--- src/hdl/hnu_pkg.sv ---
// ----------------------------------------------------------------------------
// hnu_pkg
// Shared constants, codes and types of the Hopfield neuron update core.
// ----------------------------------------------------------------------------
package hnu_pkg;

	localparam int NEURONS_DEF       = 1024;
	localparam int COUPLING_BITS_DEF = 4;

	localparam int TYPE_W   = 2;
	localparam int INDEX_W  = 10;
	localparam int CVAL_W   = 4;
	localparam int NOISE_W  = 7;
	localparam int GAIN_W   = 16;
	localparam int COUNT_W  = 11;
	localparam int ACT_W    = 16;
	localparam int CFG_IW   = 2;
	localparam int CFG_DW   = 16;

	typedef enum logic [TYPE_W-1:0] {
		REQ_WR_COUPLING = 2'd0,
		REQ_WR_BIT      = 2'd1,
		REQ_UPDATE      = 2'd2,
		REQ_RD_BIT      = 2'd3
	} req_kind_t;

	localparam logic [CFG_IW-1:0] REG_ACT_GAIN   = 2'd0;
	localparam logic [CFG_IW-1:0] REG_THR_GAIN   = 2'd1;
	localparam logic [CFG_IW-1:0] REG_NOISE_GAIN = 2'd2;
	localparam logic [CFG_IW-1:0] REG_COUNT      = 2'd3;

	localparam logic [GAIN_W-1:0]  ACT_GAIN_RST   = 16'd256;
	localparam logic [GAIN_W-1:0]  THR_GAIN_RST   = 16'd256;
	localparam logic [GAIN_W-1:0]  NOISE_GAIN_RST = 16'd0;
	localparam logic [COUNT_W-1:0] COUNT_RST      = 11'd1024;

	typedef struct packed {
		logic clear;
		logic add;
		logic mul;
		logic fin;
	} eval_ctl_t;

	typedef struct packed {
		logic              pos;
		logic              neg;
		logic [ACT_W-1:0]  act;
	} eval_res_t;

endpackage

--- src/hdl/hnu_eval.sv ---
// ----------------------------------------------------------------------------
// hnu_eval
// Activation accumulator and decision datapath: sums coupling terms, applies
// the gains in two registered steps and gives the sign of the decision value.
// ----------------------------------------------------------------------------
module hnu_eval #(
	parameter int NEURONS       = hnu_pkg::NEURONS_DEF,
	parameter int COUPLING_BITS = hnu_pkg::COUPLING_BITS_DEF
) (
	input  logic                                   clk,
	input  hnu_pkg::eval_ctl_t                     ctl,
	input  logic [COUPLING_BITS-1:0]               add_val,
	input  logic signed [hnu_pkg::GAIN_W-1:0]      act_gain,
	input  logic signed [hnu_pkg::GAIN_W-1:0]      thr_gain,
	input  logic signed [hnu_pkg::GAIN_W-1:0]      noise_gain,
	input  logic signed [hnu_pkg::NOISE_W-1:0]     noise,
	output hnu_pkg::eval_res_t                     res
);

	localparam int AW    = $clog2(NEURONS);
	localparam int SUM_W = AW + COUPLING_BITS;
	localparam int PW    = SUM_W + hnu_pkg::GAIN_W + 1;
	localparam int NPW   = hnu_pkg::GAIN_W + hnu_pkg::NOISE_W;
	localparam int DW    = (SUM_W + 19 > NPW + 2) ? SUM_W + 19 : NPW + 2;
	localparam int SXW   = ((SUM_W > hnu_pkg::ACT_W) ? SUM_W : hnu_pkg::ACT_W) + 2;

	logic [SUM_W-1:0]        sum_q;
	logic signed [PW-1:0]    prod_a_q;
	logic signed [NPW-1:0]   prod_n_q;
	logic signed [DW-1:0]    diff;
	logic [SXW-1:0]          sum_x;
	logic [SXW-1:0]          h_neg;
	logic [hnu_pkg::ACT_W-1:0] act_sat;
	hnu_pkg::eval_res_t      res_q;

	always_ff @(posedge clk) begin
		if (ctl.clear) begin
			sum_q <= '0;
		end else if (ctl.add) begin
			sum_q <= sum_q + SUM_W'(add_val);
		end
		if (ctl.mul) begin
			prod_a_q <= PW'(act_gain) * PW'($signed({1'b0, sum_q}));
			prod_n_q <= NPW'(noise_gain) * NPW'(noise);
		end
	end

	// diff = -2*ag*sum + 4*tg + ng*noise
	assign diff = DW'(prod_n_q) + (DW'(thr_gain) <<< 2) - (DW'(prod_a_q) <<< 1);

	// h = -2*sum is never positive, saturate below only
	assign sum_x   = SXW'(sum_q);
	assign h_neg   = SXW'(0) - (sum_x << 1);
	assign act_sat = (sum_x > SXW'(16384)) ? 16'h8000 : h_neg[hnu_pkg::ACT_W-1:0];

	always_ff @(posedge clk) begin
		if (ctl.fin) begin
			res_q.pos <= !diff[DW-1] && (diff != '0);
			res_q.neg <= diff[DW-1];
			res_q.act <= act_sat;
		end
	end

	assign res = res_q;

endmodule
--- config.mk ---
export PLATFORM = sky130hd
export DESIGN_NAME = hnu_eval
export DESIGN_NICKNAME = d
export VERILOG_FILES = /design/src/hdl/hnu_pkg.sv /design/src/hdl/hnu_eval.sv
export SDC_FILE = /design/constraint.sdc
export NUM_CORES = 1
export LEC_CHECK = 0
export BUFFER_PORTS_ARGS = -buffer_cell sky130_fd_sc_hd__buf_4
export CAP_MARGIN = 20
export CORE_MARGIN = 4
export CORE_UTILIZATION = 50
export CTS_BUF_LIST = sky130_fd_sc_hd__clkbuf_8
export DETAILED_ROUTE_END_ITERATION = 16
export HOLD_SLACK_MARGIN = 0.12
export PLACE_DENSITY_LB_ADDON = 0.05
export SYNTH_ARGS = -nofsm -noshare
export SYNTH_HDL_FRONTEND = slang
export SYNTH_SLANG_ARGS = --single-unit
--- constraint.sdc ---
create_clock -name clk -period 9.2 [get_ports clk]
set_input_delay 1.38 -clock clk [delete_from_list [all_inputs] [get_ports clk]]
set_output_delay 1.38 -clock clk [all_outputs]
set_load 0.005 [all_outputs]
==> metrics.csv, run 1 <==
metric,value,unit
root_buffer,clkbuf_8,
nets,2501,
power.share.clock,0.071,
fin_crit,7.67,ns
drtIter0Drc,531,
required,9.35,ns
grt_pass1_vias,13398,
hold-worst-slack,0.706,ns
grt_usage,0.207,
synth_cell_types,70,
pre_cts_slack,1.21,ns
syn-instance-count,1909,
hpwl,32300,um
synth_area_leaders,"fa_1, edfxtp_1, ha_1, inv_1, and2_1",
yosys.area_share.simple,0.167,
wl_per_cell,15.8,um
rsz0062_at_grt,false,
ys_ff_latch,85,
placed_cells,2396,
io_pins,82,
postCtsSetupBuffers,0,
yosysMostFrequentCell,inv_1,
reg2reg_to,prod_a_q[30]$_DFFE_PP_,
endpoint_kind,flop,
grt_max_degree,55,
worstSetupStartpoint,act_gain[10],
power,4.20,mW
final_cells,2412,
synth_xor_xnor_area_share,0.0416,
final_area,19300,um2
synth_fp_nets,2464,
skew,0.0230,ns
gp_congestion,0.838,
synth-compound-area-share,0.0778,
die_w,198,um
tns,0,ns
fmax,0.130,GHz
clk_pin_slew,0.11,ns
critPathKind,input pin to flop,
synth_adder_area_share,0.478,
maxSlewViolCount,0,
fp.coreArea,35700,um2
fin_crit_sh,0.834,
hold_path.class,flop to flop,
seqPwrFrac,0.157,
switching_power,2.09,mW
cts_hold_buffers,0,
synth-main-ff-cell,edfxtp_1,
numPortBuffers,80,
slew_headroom,0.296,
routed-via-count,12683,
clk-insertion-delay-late,0.39,ns
synth_top_family_by_area,adder cells,
power.share.switching,0.498,
grt_pass1_wl,65900,um
muxShareOfSynthArea,0.00387,
max_stage_delay,0.86,ns
r2r_slack,1.93,ns
worst_slack,1.53,ns
cp-start-kind,input pin,
crit_path_end,prod_a_q[30]$_DFFE_PP_,
tritoncts,done,
antenna_left,0,
area_growth_syn_to_layout,6.47,%
synthDominantCellAreaShare,0.369,
async_flop_share,0,
yosysSeqAreaShare,0.133,
yosysWarnings,0,
post_cts_resized,0,
place_area,19100,um2
cpMaxStageDelayCell,a2111oi_0,
crit_arrival,7.82,ns
outcome,"finished, final reports clean",
rr_startpoint,sum_q[8]$_SDFFE_PP0P_,
worstMarginPinSlew,1.03,ns
dieHeight,198,um
dr.pass1.iters,5,
num_rows,69,
antenna_found_initial,1,
crit_path_max_fanout,14,
post-route-util,0.541,
syn_area,18100,um2
hold_viol,0,
vias_per_cell,5.26,
yosys.area.top_type,fa_1,
cts_buffers,9,
diodes,0,
htree_levels,3,
p_comb_frac,0.773,
dieArea,39300,um2
cts_sinks,85,
power.leakage,9.84,nW
synth-edff-count,71,
clock_path_buffers,2,
wl,38100,um
initial_utilization,0.508,
maxCapViolCount,0,
intPower,2.11,mW
powerDensity,218,nW/um2
drive_above_1_share,0.0584,
ys_top_cells_by_count,"inv_1, fa_1, and2_1",
vdd_ir_drop_max,0.243,mV
drc_errors,0,
syn_avg_cell_area,9.48,um2
setup_violations,0,
grt_overflow,0,
rr_worst_depth,21,
==> metal layers <==
layer / global-route usage / wire, um / share of wire / vias up
met2: 0.341 / 18100 / 0.48 / 236
met4: 0.0362 / 503 / 0.013 / 0
met3: 0.0267 / 1550 / 0.041 / 26
met5: 0 / 0 / 0 / -
li1: - / - / - / 6023
met1: 0.299 / 18000 / 0.47 / 6398
==> registers in the layout (all words and copies together), names as in the netlist <==
name and cells:
prod_a_q 31, prod_n_q 23, res 17, sum_q 14
==> logic make-up after synthesis <==
| family | Yosys count |
|---|---|
| AND/OR/NAND/NOR | 569 |
| adder cells (fa/ha/maj) | 491 |
| buffers and inverters | 464 |
| AO/OA/AOI/OAI | 206 |
| XOR/XNOR | 86 |
| flip-flops | 85 |
| multiplexers | 7 |
| other | 1 |
==> critical path: cells and delay by family <==
| family | cells | cell delay [ns] |
|---|---|---|
| buf+inv | 7 | 0.48 |
| compound gates | 6 | 1.84 |
| mux | 1 | 0.16 |
| fa+ha+maj | 7 | 3.35 |
| simple gates | 4 | 0.61 |
==> cell type report <==
| class | instances | area [um2] |
|---|---|---|
| clock buffer | 9 | 124 |
| clock inverter | 7 | 88.8 |
| fill | 3330 | 16400 |
| inverter | 406 | 1520 |
| multi-input combinational | 1360 | 13900 |
| sequential | 85 | 2410 |
| tap | 461 | 577 |
| timing repair buffer | 84 | 631 |
==> how the worst min path moves through the flow <==
| stage | from | endpoint | slack (ns) | depth (start not counted) |
|---|---|---|---|---|
| 6_report | sum_q[6]$_SDFFE_PP0P_ | sum_q[6]$_SDFFE_PP0P_ | 0.71 | 2 |
| 5_1_grt | sum_q[0]$_SDFFE_PP0P_ | res[1]$_DFFE_PP_ | 0.73 | 1 |
| 4_1_cts | sum_q[0]$_SDFFE_PP0P_ | res[1]$_DFFE_PP_ | 0.71 | 1 |
| 3_5_place_dp | sum_q[0]$_SDFFE_PP0P_ | res[1]$_DFFE_PP_ | 0.69 | 1 |
| 3_3_place_gp | sum_q[6]$_SDFFE_PP0P_ | sum_q[6]$_SDFFE_PP0P_ | 0.69 | 2 |
| 2_1_floorplan | sum_q[0]$_SDFFE_PP0P_ | res[1]$_DFFE_PP_ | 0.47 | 0 |
==> power by group through the flow <==
stage	Combinational [mW]	Sequential, mW	Clock, mW
3_5_place_dp	3.24	0.668	0
2_1_floorplan	2.56	0.645	0
6_report	3.24	0.658	0.297
5_1_grt	3.72	0.672	0.325
3_3_place_gp	3.20	0.668	0
4_1_cts	3.27	0.660	0.310
==> placed cells by master (no fill, tap or decap), types with 5 or more instances in the layout <==
cell type	Yosys	routed
inv_1	406	406
fa_1	334	334
and2_1	210	210
nand2_1	157	157
ha_1	157	157
buf_4	2	84
edfxtp_1	71	71
nor2_1	64	64
xnor2_1	61	61
a21oi_1	53	53
o21ai_0	34	34
a21o_1	33	33
nand2b_1	30	30
xor2_1	25	25
nand3_1	23	23
nor3_1	15	15
dfxtp_1	14	14
nand4_1	11	11
nor2b_1	11	11
and3_1	10	10
nor4_1	10	10
o21a_1	10	10
o21bai_1	9	9
clkbuf_8	0	9
a211oi_1	8	8
mux2i_1	7	7
or3_1	7	7
a31oi_1	6	6
a2111oi_0	5	5
o211ai_1	5	5
a211o_1	5	5
(Power assumes the default switching activity.)
==> run 2, diff against run 1 <==
==> constraint.sdc (replaced) <==
create_clock -name clk -period 7.23 [get_ports clk]
set_input_delay 1.0845 -clock clk [delete_from_list [all_inputs] [get_ports clk]]
set_output_delay 1.0845 -clock clk [all_outputs]
set_load 0.005 [all_outputs]
==> run 2 against run 1 <==
  * Clock skew fell by 0.0099 ns
  * Count of clock-buffer cells in the layout did not move
  * Die area did not move
  * Non-clock buffer count rose by 21
  * Largest cell class unchanged
==> metrics.csv, run 2 (synthesis gave the netlist of run 1 again) <==
metric,value,unit,change
outcome,"finished, final reports clean",,unchanged
power.leakage,9.95,nW,was 9.84 nW
grt_overflow,0,,unchanged
grt_usage,0.210,,was 0.207
routed-via-count,12857,,was 12683
grt_pass1_vias,13445,,was 13398
postCtsSetupBuffers,0,,unchanged
antenna_found_initial,1,,unchanged
final_cell_mix,"inv_1, fa_1, and2_1, nand2_1, ha_1",,unchanged
worst_slack,0.370,ns,was 1.53 ns
htree_levels,3,,unchanged
clock_path_buffers,2,,unchanged
hpwl,32900,um,was 32300 um
drive_above_1_share,0.0690,,was 0.0584
fin_crit_sh,0.949,,
crit_path_max_fanout,4,,was 14
clk-insertion-delay-late,0.39,ns,about the same
required,7.44,ns,was 9.35 ns
fp.coreArea,35700,um2,unchanged
fmax,0.146,GHz,
maxSlewViolCount,0,,unchanged
grt_pass1_wl,66600,um,was 65900 um
vias_per_cell,5.28,,was 5.26
io_pins,82,,unchanged
dieArea,39300,um2,unchanged
hold-worst-slack,0.756,ns,was 0.706 ns
diodes,0,,unchanged
critPathKind,input pin to flop,,unchanged
crit_arrival,7.07,ns,was 7.82 ns
gp_congestion,0.877,,was 0.838
drc_errors,0,,unchanged
endpoint_kind,flop,,unchanged
maxCapViolCount,0,,unchanged
numPortBuffers,80,,unchanged
grt_max_degree,55,,unchanged
intPower,2.70,mW,was 2.11 mW
cts_buffers,9,,unchanged
power.share.clock,0.071,,about the same
placed_cells,2417,,was 2396
drtIter0Drc,538,,was 531
powerDensity,276,nW/um2,was 218 nW/um2
nets,2522,,was 2501
skew,0.0131,ns,was 0.0230 ns
fin_crit,6.86,ns,
dieHeight,198,um,unchanged
initial_utilization,0.508,,unchanged
vdd_ir_drop_max,0.388,mV,was 0.243 mV
setup_violations,0,,unchanged
power.share.switching,0.498,,about the same
wl_per_cell,15.9,um,was 15.8 um
largest_register,prod_a_q,,unchanged
switching_power,2.68,mW,was 2.09 mW
dr.pass1.iters,5,,unchanged
largest_reg_flops,31,,unchanged
slew_headroom,0.351,,was 0.296
p_comb_frac,0.774,,was 0.773
hold_path.class,flop to flop,,unchanged
seqPwrFrac,0.155,,was 0.157
area_growth_syn_to_layout,7.36,%,was 6.47%
cp-start-kind,input pin,,unchanged
cts_hold_buffers,0,,unchanged
worstMarginPinSlew,0.949,ns,was 1.03 ns
cts_sinks,85,,unchanged
pre_cts_slack,-0.106,ns,was 1.21 ns
tritoncts,done,,unchanged
final_common_cell,inv_1,,unchanged
num_rows,69,,unchanged
clk_pin_slew,0.10,ns,was 0.11 ns
antenna_left,0,,unchanged
die_w,198,um,unchanged
r2r_slack,0.54,ns,was 1.93 ns
rsz0062_at_grt,false,,unchanged
final_cells,2433,,was 2412
hold_viol,0,,unchanged
root_buffer,clkbuf_8,,unchanged
wl,38800,um,was 38100 um
-- run 2: cell type report --
type / count / area, um2
well taps: 461 / 577
inverters: 406 / 1520
clock inverters: 7 / 86.3
multi-input cells: 1360 / 13900
fillers: 3380 / 16200
flip-flops and latches: 85 / 2410
repair buffers: 105 / 788
clock buffers: 9 / 124
-- run 2: power groups by stage --
stage	combinational (mW)	clock, mW	sequential [mW]
detailed placement	4.14	0	0.846
CTS	4.17	0.395	0.835
global placement	4.08	0	0.846
finish	4.16	0.381	0.831
global route	4.73	0.409	0.849
floorplan	3.26	0	0.821
-- run 2: routing by layer --
| layer | up-vias | global-route usage | routed length [um] |
|---|---|---|---|
| li1 | 6065 | - | - |
| met1 | 6527 | 0.304 | 18100 |
| met2 | 226 | 0.344 | 18400 |
| met3 | 37 | 0.0276 | 1650 |
| met4 | 2 | 0.0388 | 590 |
| met5 | - | 0 | 13 |
-- run 2: path summary, 6_finish.rpt --
kind | cells after the start | endpoint | start
worst max-delay path | 25 | prod_a_q[27]$_DFFE_PP_ | act_gain[10]
worst min-delay path | 2 | sum_q[11]$_SDFFE_PP0P_ | sum_q[11]$_SDFFE_PP0P_
worst max register to register | 21 | prod_a_q[27]$_DFFE_PP_ | sum_q[7]$_SDFFE_PP0P_
worst min register to register | 2 | sum_q[11]$_SDFFE_PP0P_ | sum_q[11]$_SDFFE_PP0P_
-- run 2: worst max-delay path, stage by stage --
cell and delay (ns):
buf_4 0.12, and2_1 0.16, fa_1 0.53, inv_1 0.05, fa_1 0.52, inv_1 0.07
fa_1 0.50, inv_1 0.06, fa_1 0.53, inv_1 0.05, fa_1 0.48, inv_1 0.05
fa_1 0.47, inv_1 0.04, ha_1 0.28, buf_4 0.12, nand2_1 0.07, nor2_1 0.22
inv_1 0.09, o31ai_1 0.48, o21ai_0 0.27, a21o_1 0.23, a21boi_0 0.26, o21ai_0 0.11
a211oi_1 0.22
-- run 2: metrics by stage --
step | area [um2] | utilization | power [mW] | TNS, ns
floorplan | 18100 | - | 4.08 | 0
global placement | 19200 | 0.539 | 4.93 | -0.185
detailed placement | 19200 | 0.539 | 4.99 | -0.114
CTS | 19400 | 0.545 | 5.40 | 0
global route | 19400 | 0.545 | 5.98 | 0
finish | 19400 | 0.545 | 5.37 | 0
-- run 2: timing repair --
item	4_1_cts	5_1_grt
gates resized for setup	0	2
setup endpoints to repair	0	1
endpoints found under the hold margin	0	0
